--- src/hdl/csqf_pkg.sv ---
// ----------------------------------------------------------------------------
// csqf_pkg
// Shared types, constants and helpers for the size-query filter
// ----------------------------------------------------------------------------
package csqf_pkg;

  localparam int REPLY_DEPTH = 32;
  localparam int ADDR_W      = $clog2(REPLY_DEPTH);
  localparam int LEN_W       = $clog2(REPLY_DEPTH + 1);

  localparam int CFG_IDX_W   = 8;
  localparam logic [CFG_IDX_W-1:0] REG_ROWS = 8'd0;
  localparam logic [CFG_IDX_W-1:0] REG_COLS = 8'd1;

  localparam logic [15:0] ROWS_RESET = 16'd24;
  localparam logic [15:0] COLS_RESET = 16'd80;

  localparam logic [7:0] BYTE_INTRO = 8'h9b;
  localparam logic [7:0] BYTE_SPACE = 8'h20;
  localparam logic [7:0] BYTE_Q     = 8'h71;
  localparam logic [7:0] BYTE_R     = 8'h72;
  localparam logic [7:0] BYTE_ONE   = 8'h31;
  localparam logic [7:0] BYTE_SEMI  = 8'h3b;
  localparam logic [7:0] BYTE_ZERO  = 8'h30;

  // reciprocal of ten for 16-bit dividends
  localparam logic [32:0] RECIP_TEN = 33'd52429;
  localparam int          RECIP_SH  = 19;

  localparam logic [1:0] ROUTE_CLIENT = 2'd0;
  localparam logic [1:0] ROUTE_REPLY  = 2'd1;
  localparam logic [1:0] ROUTE_EMPTY  = 2'd2;

  localparam logic OP_WRITE = 1'b0;
  localparam logic OP_READ  = 1'b1;

  localparam logic [1:0] MS_NONE  = 2'd0;
  localparam logic [1:0] MS_INTRO = 2'd1;
  localparam logic [1:0] MS_SPACE = 2'd2;

  localparam logic [2:0] HEAD_LAST = 3'd4;

  typedef enum logic [1:0] {
    PUT_HEAD,
    PUT_DIGIT,
    PUT_SEMI,
    PUT_TAIL
  } put_sel_e;

  typedef enum logic [3:0] {
    ST_IDLE,
    ST_RD,
    ST_EMIT,
    ST_HEAD,
    ST_DIV_ROWS,
    ST_POP_ROWS,
    ST_SEMI,
    ST_DIV_COLS,
    ST_POP_COLS,
    ST_SPACE,
    ST_R
  } state_e;

  typedef struct packed {
    logic     accept;
    logic     rd_capture;
    logic     out_load;
    logic     put;
    put_sel_e put_sel;
    logic     tail_r;
    logic     head_inc;
    logic     conv_load;
    logic     conv_cols;
    logic     div_step;
  } cmd_t;

  typedef struct packed {
    logic acc_op;
    logic acc_build;
    logic acc_none;
    logic rd_avail;
    logic head_last;
    logic quot_zero;
    logic dig_one;
    logic pend_last;
  } status_t;

  function automatic logic [7:0] head_byte(input logic [2:0] idx);
    logic [7:0] b;
    case (idx)
      3'd0:    b = BYTE_INTRO;
      3'd1:    b = BYTE_ONE;
      3'd2:    b = BYTE_SEMI;
      3'd3:    b = BYTE_ONE;
      3'd4:    b = BYTE_SEMI;
      default: b = BYTE_SEMI;
    endcase
    return b;
  endfunction

endpackage

--- src/hdl/csqf_datapath.sv ---
// ----------------------------------------------------------------------------
// csqf_datapath
// Matcher, size registers, reply memory, decimal converter and output register
// ----------------------------------------------------------------------------
module csqf_datapath (
  input  logic                           clk_i,
  input  logic                           rst_ni,
  input  logic                           in_operation_i,
  input  logic [7:0]                     in_data_i,
  input  logic                           cfg_we_i,
  input  logic [csqf_pkg::CFG_IDX_W-1:0] cfg_index_i,
  input  logic [15:0]                    cfg_data_i,
  input  csqf_pkg::cmd_t                 cmd_i,
  output csqf_pkg::status_t              status_o,
  output logic [1:0]                     out_route_o,
  output logic [7:0]                     out_byte_out_o,
  output logic                           out_last_o
);

  logic [15:0] rows_q, cols_q;
  logic [1:0]  ms_q, ms_d;
  logic [7:0]  pend_q [3];
  logic [7:0]  pend_d [3];
  logic [1:0]  pend_n_q, pend_n_d;
  logic [1:0]  route_q;
  logic        build_d;
  logic        size_ok;

  logic [7:0]                 mem [csqf_pkg::REPLY_DEPTH];
  logic [7:0]                 rdata_q;
  logic [csqf_pkg::LEN_W-1:0] len_q, pos_q, pos_nx;
  logic [2:0]                 hd_cnt_q;

  logic [15:0] conv_q;
  logic [32:0] prod;
  logic [15:0] quot, quot10;
  logic [3:0]  rem;
  logic [3:0]  dig_q [5];
  logic [2:0]  ndig_q;
  logic [7:0]  put_byte;

  assign size_ok = (rows_q != 16'd0) && (cols_q != 16'd0);

  // match step for a written byte
  always_comb begin
    ms_d      = csqf_pkg::MS_NONE;
    pend_d[0] = in_data_i;
    pend_d[1] = in_data_i;
    pend_d[2] = in_data_i;
    pend_n_d  = 2'd0;
    build_d   = 1'b0;
    case (ms_q)
      csqf_pkg::MS_INTRO: begin
        pend_d[0] = csqf_pkg::BYTE_INTRO;
        if (in_data_i == csqf_pkg::BYTE_SPACE) begin
          ms_d = csqf_pkg::MS_SPACE;
        end else if (in_data_i == csqf_pkg::BYTE_INTRO) begin
          ms_d     = csqf_pkg::MS_INTRO;
          pend_n_d = 2'd1;
        end else begin
          pend_n_d = 2'd2;
        end
      end
      csqf_pkg::MS_SPACE: begin
        pend_d[0] = csqf_pkg::BYTE_INTRO;
        pend_d[1] = csqf_pkg::BYTE_SPACE;
        if (in_data_i == csqf_pkg::BYTE_Q) begin
          build_d = size_ok;
        end else if (in_data_i == csqf_pkg::BYTE_INTRO) begin
          ms_d     = csqf_pkg::MS_INTRO;
          pend_n_d = 2'd2;
        end else begin
          pend_n_d = 2'd3;
        end
      end
      default: begin
        if (in_data_i == csqf_pkg::BYTE_INTRO) begin
          ms_d = csqf_pkg::MS_INTRO;
        end else begin
          pend_n_d = 2'd1;
        end
      end
    endcase
  end

  // divide by ten through the reciprocal
  assign prod   = 33'(conv_q) * csqf_pkg::RECIP_TEN;
  assign quot   = 16'(prod[32:csqf_pkg::RECIP_SH]);
  assign quot10 = (quot << 3) + (quot << 1);
  assign rem    = 4'(conv_q - quot10);

  always_comb begin
    case (cmd_i.put_sel)
      csqf_pkg::PUT_HEAD:  put_byte = csqf_pkg::head_byte(hd_cnt_q);
      csqf_pkg::PUT_DIGIT: put_byte = csqf_pkg::BYTE_ZERO + {4'd0, dig_q[0]};
      csqf_pkg::PUT_SEMI:  put_byte = csqf_pkg::BYTE_SEMI;
      csqf_pkg::PUT_TAIL:  put_byte = cmd_i.tail_r ? csqf_pkg::BYTE_R : csqf_pkg::BYTE_SPACE;
      default:             put_byte = csqf_pkg::BYTE_SEMI;
    endcase
  end

  assign pos_nx = pos_q + csqf_pkg::LEN_W'(1);

  assign status_o.acc_op    = in_operation_i;
  assign status_o.acc_build = build_d;
  assign status_o.acc_none  = (pend_n_d == 2'd0);
  assign status_o.rd_avail  = (pos_q < len_q);
  assign status_o.head_last = (hd_cnt_q == csqf_pkg::HEAD_LAST);
  assign status_o.quot_zero = (quot == 16'd0);
  assign status_o.dig_one   = (ndig_q == 3'd1);
  assign status_o.pend_last = (pend_n_q == 2'd1);

  always_ff @(posedge clk_i or negedge rst_ni) begin
    if (!rst_ni) begin
      rows_q   <= csqf_pkg::ROWS_RESET;
      cols_q   <= csqf_pkg::COLS_RESET;
      ms_q     <= csqf_pkg::MS_NONE;
      pend_n_q <= 2'd0;
      len_q    <= '0;
      pos_q    <= '0;
      hd_cnt_q <= 3'd0;
      ndig_q   <= 3'd0;
    end else begin
      if (cfg_we_i && cfg_index_i == csqf_pkg::REG_ROWS) begin
        rows_q <= cfg_data_i;
      end
      if (cfg_we_i && cfg_index_i == csqf_pkg::REG_COLS) begin
        cols_q <= cfg_data_i;
      end
      if (cmd_i.accept) begin
        if (in_operation_i == csqf_pkg::OP_READ) begin
          pend_n_q <= 2'd1;
        end else begin
          ms_q     <= ms_d;
          pend_n_q <= pend_n_d;
          if (build_d) begin
            len_q    <= '0;
            pos_q    <= '0;
            hd_cnt_q <= 3'd0;
          end
        end
      end
      if (cmd_i.rd_capture) begin
        if (pos_nx >= len_q) begin
          len_q <= '0;
          pos_q <= '0;
        end else begin
          pos_q <= pos_nx;
        end
      end
      if (cmd_i.out_load) begin
        pend_n_q <= pend_n_q - 2'd1;
      end
      if (cmd_i.put && len_q < csqf_pkg::LEN_W'(csqf_pkg::REPLY_DEPTH)) begin
        len_q <= len_q + csqf_pkg::LEN_W'(1);
      end
      if (cmd_i.head_inc) begin
        hd_cnt_q <= hd_cnt_q + 3'd1;
      end
      if (cmd_i.conv_load) begin
        ndig_q <= 3'd0;
      end else if (cmd_i.div_step) begin
        ndig_q <= ndig_q + 3'd1;
      end else if (cmd_i.put && cmd_i.put_sel == csqf_pkg::PUT_DIGIT) begin
        ndig_q <= ndig_q - 3'd1;
      end
    end
  end

  // payload registers
  always_ff @(posedge clk_i) begin
    if (cmd_i.accept) begin
      if (in_operation_i == csqf_pkg::OP_READ) begin
        route_q   <= csqf_pkg::ROUTE_EMPTY;
        pend_q[0] <= 8'd0;
      end else begin
        route_q <= csqf_pkg::ROUTE_CLIENT;
        pend_q  <= pend_d;
      end
    end
    if (cmd_i.rd_capture) begin
      route_q   <= csqf_pkg::ROUTE_REPLY;
      pend_q[0] <= rdata_q;
    end
    if (cmd_i.out_load) begin
      out_route_o    <= route_q;
      out_byte_out_o <= pend_q[0];
      out_last_o     <= (pend_n_q == 2'd1);
      pend_q[0]      <= pend_q[1];
      pend_q[1]      <= pend_q[2];
    end
    if (cmd_i.conv_load) begin
      conv_q <= cmd_i.conv_cols ? cols_q : rows_q;
    end else if (cmd_i.div_step) begin
      conv_q <= quot;
    end
    // digit stack: least significant in first, most significant out first
    if (cmd_i.div_step) begin
      dig_q[0] <= rem;
      for (int i = 1; i < 5; i++) begin
        dig_q[i] <= dig_q[i-1];
      end
    end else if (cmd_i.put && cmd_i.put_sel == csqf_pkg::PUT_DIGIT) begin
      for (int i = 0; i < 4; i++) begin
        dig_q[i] <= dig_q[i+1];
      end
    end
  end

  // reply memory
  always_ff @(posedge clk_i) begin
    if (cmd_i.put && len_q < csqf_pkg::LEN_W'(csqf_pkg::REPLY_DEPTH)) begin
      mem[len_q[csqf_pkg::ADDR_W-1:0]] <= put_byte;
    end
    rdata_q <= mem[pos_q[csqf_pkg::ADDR_W-1:0]];
  end

endmodule

--- src/hdl/csqf_ctrl.sv ---
// ----------------------------------------------------------------------------
// csqf_ctrl
// Sequencer for item acceptance, result beats and reply building
// ----------------------------------------------------------------------------
module csqf_ctrl (
  input  logic              clk_i,
  input  logic              rst_ni,
  input  logic              in_valid_i,
  output logic              in_ready_o,
  output logic              out_valid_o,
  input  logic              out_ready_i,
  input  csqf_pkg::status_t status_i,
  output csqf_pkg::cmd_t    cmd_o
);

  csqf_pkg::state_e state_q, state_d;
  logic             out_free;

  assign in_ready_o = (state_q == csqf_pkg::ST_IDLE);
  assign out_free   = !out_valid_o || out_ready_i;

  always_comb begin
    state_d = state_q;
    cmd_o   = '0;
    case (state_q)
      csqf_pkg::ST_IDLE: begin
        if (in_valid_i) begin
          cmd_o.accept = 1'b1;
          if (status_i.acc_op == csqf_pkg::OP_READ) begin
            state_d = status_i.rd_avail ? csqf_pkg::ST_RD : csqf_pkg::ST_EMIT;
          end else if (status_i.acc_build) begin
            state_d = csqf_pkg::ST_HEAD;
          end else if (!status_i.acc_none) begin
            state_d = csqf_pkg::ST_EMIT;
          end
        end
      end
      csqf_pkg::ST_RD: begin
        cmd_o.rd_capture = 1'b1;
        state_d          = csqf_pkg::ST_EMIT;
      end
      csqf_pkg::ST_EMIT: begin
        if (out_free) begin
          cmd_o.out_load = 1'b1;
          if (status_i.pend_last) begin
            state_d = csqf_pkg::ST_IDLE;
          end
        end
      end
      csqf_pkg::ST_HEAD: begin
        cmd_o.put      = 1'b1;
        cmd_o.put_sel  = csqf_pkg::PUT_HEAD;
        cmd_o.head_inc = 1'b1;
        if (status_i.head_last) begin
          cmd_o.conv_load = 1'b1;
          state_d         = csqf_pkg::ST_DIV_ROWS;
        end
      end
      csqf_pkg::ST_DIV_ROWS: begin
        cmd_o.div_step = 1'b1;
        if (status_i.quot_zero) begin
          state_d = csqf_pkg::ST_POP_ROWS;
        end
      end
      csqf_pkg::ST_POP_ROWS: begin
        cmd_o.put     = 1'b1;
        cmd_o.put_sel = csqf_pkg::PUT_DIGIT;
        if (status_i.dig_one) begin
          state_d = csqf_pkg::ST_SEMI;
        end
      end
      csqf_pkg::ST_SEMI: begin
        cmd_o.put       = 1'b1;
        cmd_o.put_sel   = csqf_pkg::PUT_SEMI;
        cmd_o.conv_load = 1'b1;
        cmd_o.conv_cols = 1'b1;
        state_d         = csqf_pkg::ST_DIV_COLS;
      end
      csqf_pkg::ST_DIV_COLS: begin
        cmd_o.div_step = 1'b1;
        if (status_i.quot_zero) begin
          state_d = csqf_pkg::ST_POP_COLS;
        end
      end
      csqf_pkg::ST_POP_COLS: begin
        cmd_o.put     = 1'b1;
        cmd_o.put_sel = csqf_pkg::PUT_DIGIT;
        if (status_i.dig_one) begin
          state_d = csqf_pkg::ST_SPACE;
        end
      end
      csqf_pkg::ST_SPACE: begin
        cmd_o.put     = 1'b1;
        cmd_o.put_sel = csqf_pkg::PUT_TAIL;
        state_d       = csqf_pkg::ST_R;
      end
      csqf_pkg::ST_R: begin
        cmd_o.put     = 1'b1;
        cmd_o.put_sel = csqf_pkg::PUT_TAIL;
        cmd_o.tail_r  = 1'b1;
        state_d       = csqf_pkg::ST_IDLE;
      end
      default: begin
        state_d = csqf_pkg::ST_IDLE;
      end
    endcase
  end

  always_ff @(posedge clk_i or negedge rst_ni) begin
    if (!rst_ni) begin
      state_q     <= csqf_pkg::ST_IDLE;
      out_valid_o <= 1'b0;
    end else begin
      state_q <= state_d;
      if (cmd_o.out_load) begin
        out_valid_o <= 1'b1;
      end else if (out_ready_i) begin
        out_valid_o <= 1'b0;
      end
    end
  end

endmodule

--- src/hdl/csi_size_query_filter.sv ---
// ----------------------------------------------------------------------------
// csi_size_query_filter
// Swallows the terminal size query in a shell byte stream and serves the reply
// ----------------------------------------------------------------------------
// channel  direction  signals
// in       sink       in_valid_i/in_ready_o, in_operation_i, in_data_i
// out      source     out_valid_o/out_ready_i, out_route_o, out_byte_out_o,
//                     out_last_o
// cfg      sink       cfg_valid_i/cfg_ready_o, cfg_index_i, cfg_data_i
//
// one item at a time: a written byte is accepted and then hands out its result
// beats (up to three); a reply read first passes the registered read port, a
// read of the empty buffer goes straight to its beat. after the query byte is
// taken the reply is built: head bytes, rows digits, semicolon, cols digits,
// space and r. a stalled result beat holds the next one back, but
// the output register lets a new item be taken while the last beat waits.
// reset: no prefix held, reply empty, rows 24, cols 80, no memory clearing.
module csi_size_query_filter (
  input  logic                           clk_i,
  input  logic                           rst_ni,
  input  logic                           in_valid_i,
  output logic                           in_ready_o,
  input  logic                           in_operation_i,
  input  logic [7:0]                     in_data_i,
  output logic                           out_valid_o,
  input  logic                           out_ready_i,
  output logic [1:0]                     out_route_o,
  output logic [7:0]                     out_byte_out_o,
  output logic                           out_last_o,
  input  logic                           cfg_valid_i,
  output logic                           cfg_ready_o,
  input  logic [csqf_pkg::CFG_IDX_W-1:0] cfg_index_i,
  input  logic [15:0]                    cfg_data_i
);

  csqf_pkg::cmd_t    cmd;
  csqf_pkg::status_t status;

  assign cfg_ready_o = 1'b1;

  csqf_ctrl u_ctrl (
    .clk_i       (clk_i),
    .rst_ni      (rst_ni),
    .in_valid_i  (in_valid_i),
    .in_ready_o  (in_ready_o),
    .out_valid_o (out_valid_o),
    .out_ready_i (out_ready_i),
    .status_i    (status),
    .cmd_o       (cmd)
  );

  csqf_datapath u_datapath (
    .clk_i          (clk_i),
    .rst_ni         (rst_ni),
    .in_operation_i (in_operation_i),
    .in_data_i      (in_data_i),
    .cfg_we_i       (cfg_valid_i),
    .cfg_index_i    (cfg_index_i),
    .cfg_data_i     (cfg_data_i),
    .cmd_i          (cmd),
    .status_o       (status),
    .out_route_o    (out_route_o),
    .out_byte_out_o (out_byte_out_o),
    .out_last_o     (out_last_o)
  );

endmodule

--- config.mk ---
export PLATFORM = sky130hd
export DESIGN_NAME = csi_size_query_filter
export DESIGN_NICKNAME = d
export VERILOG_FILES = /design/src/hdl/csqf_pkg.sv /design/src/hdl/csqf_datapath.sv /design/src/hdl/csqf_ctrl.sv /design/src/hdl/csi_size_query_filter.sv
export SDC_FILE = /design/constraint.sdc
export NUM_CORES = 1
export LEC_CHECK = 0
export BUFFER_PORTS_ARGS = -buffer_cell sky130_fd_sc_hd__buf_2
export CAP_MARGIN = 25
export CORE_MARGIN = 2
export CORE_UTILIZATION = 57
export DETAILED_ROUTE_END_ITERATION = 6
export PLACE_DENSITY = 0.84
export SLEW_MARGIN = 30
export SYNTH_ARGS = -nofsm -noshare
export SYNTH_HDL_FRONTEND = slang
export SYNTH_SLANG_ARGS = --single-unit
--- constraint.sdc ---
create_clock -name clk_i -period 16 [get_ports clk_i]
set_input_delay 3.2 -clock clk_i [delete_from_list [all_inputs] [get_ports clk_i]]
set_output_delay 3.2 -clock clk_i [all_outputs]
set_load 0.005 [all_outputs]
==> results of run 1 <==
## layout by cell type (no fill, tap or decap), drive strengths merged, types with 21 or more instances in the layout
cell    instances
edfxtp        327
inv           187
ha            161
nand2          86
mux4           80
fa             79
nor2           76
buf            61
mux2           55
dfrtp          55
o21ai          54
clkbuf         53
a21oi          48
nand3          29
mux2i          21
## state kept, by name (all words and copies together) (netlist names), 6 cells and up
signal / count
u_datapath.rdata_q: 8
u_datapath.pend_q: 24
u_datapath.dig_q: 20
u_datapath.cols_q: 16
u_datapath.mem: 256
u_datapath.len_q: 6
u_datapath.conv_q: 16
u_datapath.out_byte_out_o: 8
u_datapath.rows_q: 16
u_datapath.pos_q: 6
## worst register-to-register path: stages, from the launching register on
cell and delay (ns):
edfxtp_1 0.52, ha_1 0.41, xor2_1 0.17, ha_1 0.33, fa_1 0.49, inv_1 0.05
fa_1 0.47, inv_1 0.05, fa_1 0.47, inv_1 0.05, fa_1 0.47, inv_1 0.04
ha_1 0.46, nand4_1 0.18, nor3_1 0.32, o2111ai_1 0.17, o211ai_1 0.24, xor2_1 0.23
ha_1 0.28, nand2_1 0.07, nand2_1 0.06, xnor2_1 0.14, xnor2_1 0.12, mux2_2 0.27
## routing by layer
layer / global-route usage [%] / vias up
met5: 0 / -
met4: 10.20 / 0
met3: 3.815 / 108
met2: 43.30 / 601
met1: 35.45 / 6607
li1: - / 5793
## synth_stat cells (10+ instances only)
master / instances / area [um^2]
clkbuf_1: 39 / 146.4
nand3_1: 29 / 145.1
edfxtp_1: 327 / 9819
fa_1: 79 / 1582
a21o_1: 10 / 75.07
ha_1: 161 / 2014
xnor2_1: 20 / 175.2
o21ai_0: 52 / 260.3
nor4_1: 11 / 68.82
nand2_1: 86 / 322.8
dfrtp_1: 55 / 1376
mux2i_1: 21 / 210.2
nor2_1: 76 / 285.3
xor2_1: 16 / 140.1
inv_1: 183 / 686.9
dfxtp_1: 10 / 200.2
and3_1: 11 / 68.82
a21oi_1: 48 / 240.2
nand4_1: 15 / 93.84
nor3_1: 12 / 60.06
mux4_2: 80 / 1802
mux2_2: 55 / 619.3
## path summary, 6_finish.rpt
path	slack [ns]	end	cells after the start
worst max-delay path	9.68	u_datapath.dig_q[0][3]	23
worst min-delay path	0.42	u_datapath.out_byte_out_o[6]	0
worst max register to register	9.68	u_datapath.dig_q[0][3]	23
worst min register to register	0.42	u_datapath.out_byte_out_o[6]	0
max in group asynchronous	12.59	u_datapath.pos_q[0]	2
min in group asynchronous	2.79	u_datapath.cols_q[13]	2
## through the flow
| stage | hold slack [ns] | worst slack (ns) | std cells |
|---|---|---|---|
| floorplan | 0.4003 | 10.29 | 1547 |
| global placement | 0.4013 | 9.815 | 2066 |
| detailed placement | 0.4052 | 9.713 | 2066 |
| CTS | 0.4187 | 9.702 | 2139 |
| global route | 0.4251 | 9.333 | 2139 |
| finish | 0.4177 | 9.681 | 2139 |
## kinds of logic after synthesis
family / count (synthesis)
flops: 396
other cells: 1
simple gates: 285
xor+xnor: 36
compound gates: 197
fa+ha+maj: 240
mux: 156
buf+inv: 236
## layout make-up
cell class	count	area, um^2
sequential	396	11510
clock buffer	53	1102
inverter	183	686.9
timing repair buffer	61	332.8
fill	2679	13720
tap	511	639.4
multi-input combinational	915	9271
clock inverter	20	230.2
==> results_dict.tcl, run 1 <==
set metrics [dict create \
    finalSetupViolCount 0 \
    cts-root-buf "clkbuf_16" \
    cp.required_ns 16.33 \
    grt_pass1_wl_mm 77.65 \
    ys_warn_count 0 \
    numCtsBuffers 41 \
    yosys_register_bits 396 \
    pin_count 52 \
    path_max_fanout 11 \
    start_kind "register" \
    synth_compound_area_share_pct 6.042 \
    async_reset_ff_share_pct 14.90 \
    nets 1876 \
    portBuffers 50 \
    synth-xor-area-share_pct 1.457 \
    fin_crit_sh_pct 39.49 \
    slowest_stage "edfxtp_1" \
    fin_setup_tns_ns 0 \
    cp_cell_sequence "ha_1 > xor2_1 > ha_1 > fa_1 > inv_1 > fa_1 > inv_1 > fa_1 > inv_1 > fa_1 > inv_1 > ha_1 > nand4_1 > nor3_1 > o2111ai_1 > o211ai_1 > xor2_1 > ha_1 > nand2_1 > nand2_1 > xnor2_1 > xnor2_1 > mux2_2" \
    die_w_um 198.9 \
    ctsHtreeMaxLevel 2 \
    drt.antenna.violating_nets 0 \
    cts_resized 0 \
    synthAdderAreaFrac_pct 16.62 \
    routed.top_layer "met4" \
    wl_met3_mm 3.448 \
    wl_per_cell_um 23.15 \
    startpoint "u_datapath.conv_q[4]" \
    post-route-drc-count 0 \
    yosys.area_share.simple_pct 6.400 \
    syn_inst 1547 \
    synthMuxAreaShare_pct 12.16 \
    die_area_mm2 0.03954 \
    cap_viol_max_count 0 \
    cp_slowest_stage_delay_ns 0.52 \
    clk_pin_slew_ns 0.06 \
    synth_top_family_by_area "adder cells" \
    r2r_start "u_datapath.conv_q[4]" \
    dp_hpwl_mm 34.91 \
    min_period_ns 6.319 \
    met2_length_mm 24.35 \
    diodes 0 \
    synth_area_mm2 0.02164 \
    worstPathArrival_ns 6.64 \
    fmax_mhz 158.3 \
    cts.path.max_buffers 3 \
    grt_pass1_vias 13400 \
    rsz0062_at_grt "false" \
    dr_total_vias 13110 \
    critical-path-top-delay-family "adder cells" \
    crit_path_end_kind "register" \
    cts.sinks 396 \
    cts_tree "done" \
    worst_pin_slew_ns 0.9807 \
    wl_mm 49.52 \
    antenna_found_initial 0 \
    rows 71 \
    dpl-instance-area_mm2 0.02243 \
    detail_route.iter0.violations 1236 \
    outcome "complete, no violations" \
    slew_headroom_pct 34.62 \
    crit_type "register to register" \
    grt_use_total_pct 26.21 \
    synth_ff_type "edfxtp_1" \
    finalWeightedCongestion 0.9702 \
    grt_max_degree 70 \
    post-route-util_pct 63.41 \
    wl_met1_mm 19.87 \
    min_from "u_datapath.pend_q[22]" \
    core_area_mm2 0.03749 \
    synth_edf_count 327 \
    avgSynthCellArea_um2 13.99 \
    synth.distinct_cells 80 \
    layout-drive-gt1-share_pct 17.69 \
    postCtsHoldBufs 0 \
    hold_path.class "register to register" \
    die_h_um 198.9 \
    final_area_mm2 0.02377 \
    via_per_inst 6.129 \
    clk_latency_ns 0.58 \
    drtPass1Iterations 5 \
    slew_violations 0 \
    gr-total-overflow 0 \
    clock_skew_ns 0.03111 \
    start_util_pct 57.73 \
    hold_viol 0 \
    syn-num-nets 1825 \
    critPathBufInv 4 \
    cts_setup_buffers 0 \
    synth-seq-area-share_pct 53.14 \
    areaGrowthSynthToFinish_pct 9.834 \
]
Power of run 1 is not shown: default switching activity piles up to over one toggle a cycle in this logic, so the estimate is an artifact.
==> run 2, diff against run 1 <==
--- a/config.mk
+++ b/config.mk
@@ -10,7 +10,7 @@
 export CORE_MARGIN = 2
 export CORE_UTILIZATION = 57
 export DETAILED_ROUTE_END_ITERATION = 6
-export PLACE_DENSITY = 0.84
+export PLACE_DENSITY = 0.87
 export SLEW_MARGIN = 30
 export SYNTH_ARGS = -nofsm -noshare
 export SYNTH_HDL_FRONTEND = slang
==> constraint.sdc (replaced) <==
create_clock -name clk_i -period 5.5 [get_ports clk_i]
set_input_delay 1.1 -clock clk_i [delete_from_list [all_inputs] [get_ports clk_i]]
set_output_delay 1.1 -clock clk_i [all_outputs]
set_load 0.005 [all_outputs]
==> run 2 against run 1 <==
The run now ends with design-rule violations, negative setup slack left. Non-clock buffer count up 125. Register-to-register slack worse by 10 ns. Critical path depth down 2. Die area unchanged. Fmax up 7.3%. Clock skew down 0.015 ns. Sequential share of layout area down 3.0 points. Cell area up 6.5%. Final cell count up 5.9%. Wire length up 13%. Critical path type unchanged. Largest cell class unchanged.
==> results_dict.tcl, run 2 (synthesis results as in run 1) <==
set metrics [dict create \
    outcome "finished, violations left" \
    violations "design-rule violations, negative setup slack" \
    worstPathArrival_ns 6.31 \
    wl_met1_mm 21.29 \
    seq_area_mm2 0.01151 \
    layout-drive-gt1-share_pct 28.62 \
    pre_cts_ws_ns -0.3529 \
    finalSetupViolCount 13 \
    ctsHtreeMaxLevel 2 \
    cp_cell_sequence "ha_1 > buf_4 > inv_1 > fa_1 > fa_1 > inv_1 > fa_1 > fa_1 > ha_1 > ha_1 > buf_4 > nand4_1 > o211ai_1 > a221oi_2 > xnor2_1 > a21oi_2 > o2111ai_2 > nor4_4 > buf_4 > and3_4 > o21ai_2" \
    most-common-layout-cells "edfxtp_1, inv_1, ha_1, buf_4, mux4_2" \
    numCtsBuffers 40 \
    worst_pin_slew_ns 1.171 \
    multi_input_area_mm2 0.009826 \
    path_max_fanout 5 \
    r2r_slack_ns -0.39 \
    die_w_um 198.9 \
    detail_route.iter0.violations 1644 \
    wl_per_cell_um 24.70 \
    met2_length_mm 26.49 \
    cp.required_ns 5.93 \
    start_kind "register" \
    portBuffers 50 \
    finalWeightedCongestion 1.005 \
    fmax_mhz 169.8 \
    dr_total_vias 14210 \
    routed.top_layer "met5" \
    crit_path_end_kind "register" \
    areaGrowthSynthToFinish_pct 16.99 \
    fill_cells 2407 \
    pin_count 52 \
    drtPass1Iterations 7 \
    cts_tree "done" \
    fin_crit_sh_pct 107.1 \
    wl_met3_mm 5.132 \
    worst_slack_ns -0.3883 \
    die_h_um 198.9 \
    cp_slowest_stage_delay_ns 0.51 \
    dpl-instance-area_mm2 0.02328 \
    hold_viol 0 \
    cap_viol_max_count 0 \
    wl_mm 55.97 \
    grt_max_degree 60 \
    grt_pass1_vias 14570 \
    post-route-drc-count 3 \
    rows 71 \
    worst_path_most_repeated_cell "fa_1" \
    grt_use_total_pct 28.74 \
    slowest_stage "fa_1" \
    clock_skew_ns 0.01572 \
    critPathBufInv 5 \
    slew_headroom_pct 21.91 \
    cts.sinks 396 \
    rsz0062_at_grt "true" \
    dp_hpwl_mm 37.87 \
    final_common_cell "edfxtp_1" \
    via_per_inst 6.269 \
    clk_pin_slew_ns 0.06 \
    hold_path.class "register to register" \
    slew_violations 0 \
    crit_type "register to register" \
    largest_register_ff_count 256 \
    gr-total-overflow 0 \
    min_period_ns 5.888 \
    clk_latency_ns 0.55 \
    cts-root-buf "clkbuf_16" \
    core_area_mm2 0.03749 \
    critical-path-top-delay-family "adder cells" \
    final_area_mm2 0.02532 \
    start_util_pct 57.73 \
    cts.path.max_buffers 3 \
    antenna_found_initial 2 \
    nets 2000 \
    grt_pass1_wl_mm 85.06 \
    die_area_mm2 0.03954 \
    drt.antenna.violating_nets 0 \
]
## run 2: repair_timing
item / CTS / global route
resized for setup: 36 / 93
pin swaps: 14 / 24
hold buffers: 0 / 0
endpoints found under the setup margin: 17 / 20
hold endpoints to repair: 0 / 0
buffers inserted: 9 / 11
## run 2: cell type report
| type | count | share of cell area (%) |
|---|---|---|
| antenna | 1 | 0.009884 |
| clock buffer | 62 | 4.769 |
| clock inverter | 12 | 0.5337 |
| inverter | 183 | 2.713 |
| multi-input combinational | 915 | 38.81 |
| sequential | 396 | 45.45 |
| tap | 511 | 2.525 |
| timing repair buffer | 186 | 5.189 |
## run 2: final timing paths
kind                                       start                      endpoint  depth (start not counted)
max reg2reg                u_datapath.conv_q[11]             u_ctrl.state_q[1]                         21
max                        u_datapath.conv_q[11]             u_ctrl.state_q[1]                         21
min in group asynchronous                 rst_ni          u_datapath.cols_q[1]                          2
min                        u_datapath.pend_q[16]  u_datapath.out_byte_out_o[0]                          0
max in group asynchronous                 rst_ni           u_datapath.pos_q[0]                          2
min reg2reg                u_datapath.pend_q[16]  u_datapath.out_byte_out_o[0]                          0
## run 2: per-layer routing
| metal | vias to the layer above | track usage, % |
|---|---|---|
| li1 | 6047 | - |
| met1 | 7119 | 38.47 |
| met2 | 850 | 45.56 |
| met3 | 187 | 6.273 |
| met4 | 2 | 12.71 |
| met5 | - | 0 |
## run 2: per-stage QoR
stage	std cells	utilization [%]	hold slack, ns	TNS (ns)
global route	2266	67.54	0.4229	-5.841
floorplan	1547	-	0.4003	-0.1601
detailed placement	2178	62.11	0.4045	-2.706
finish	2266	67.54	0.4172	-2.916
CTS	2259	66.29	0.4184	-2.119
global placement	2178	62.09	0.4035	-1.710
Power of run 2 is left out for the same reason.
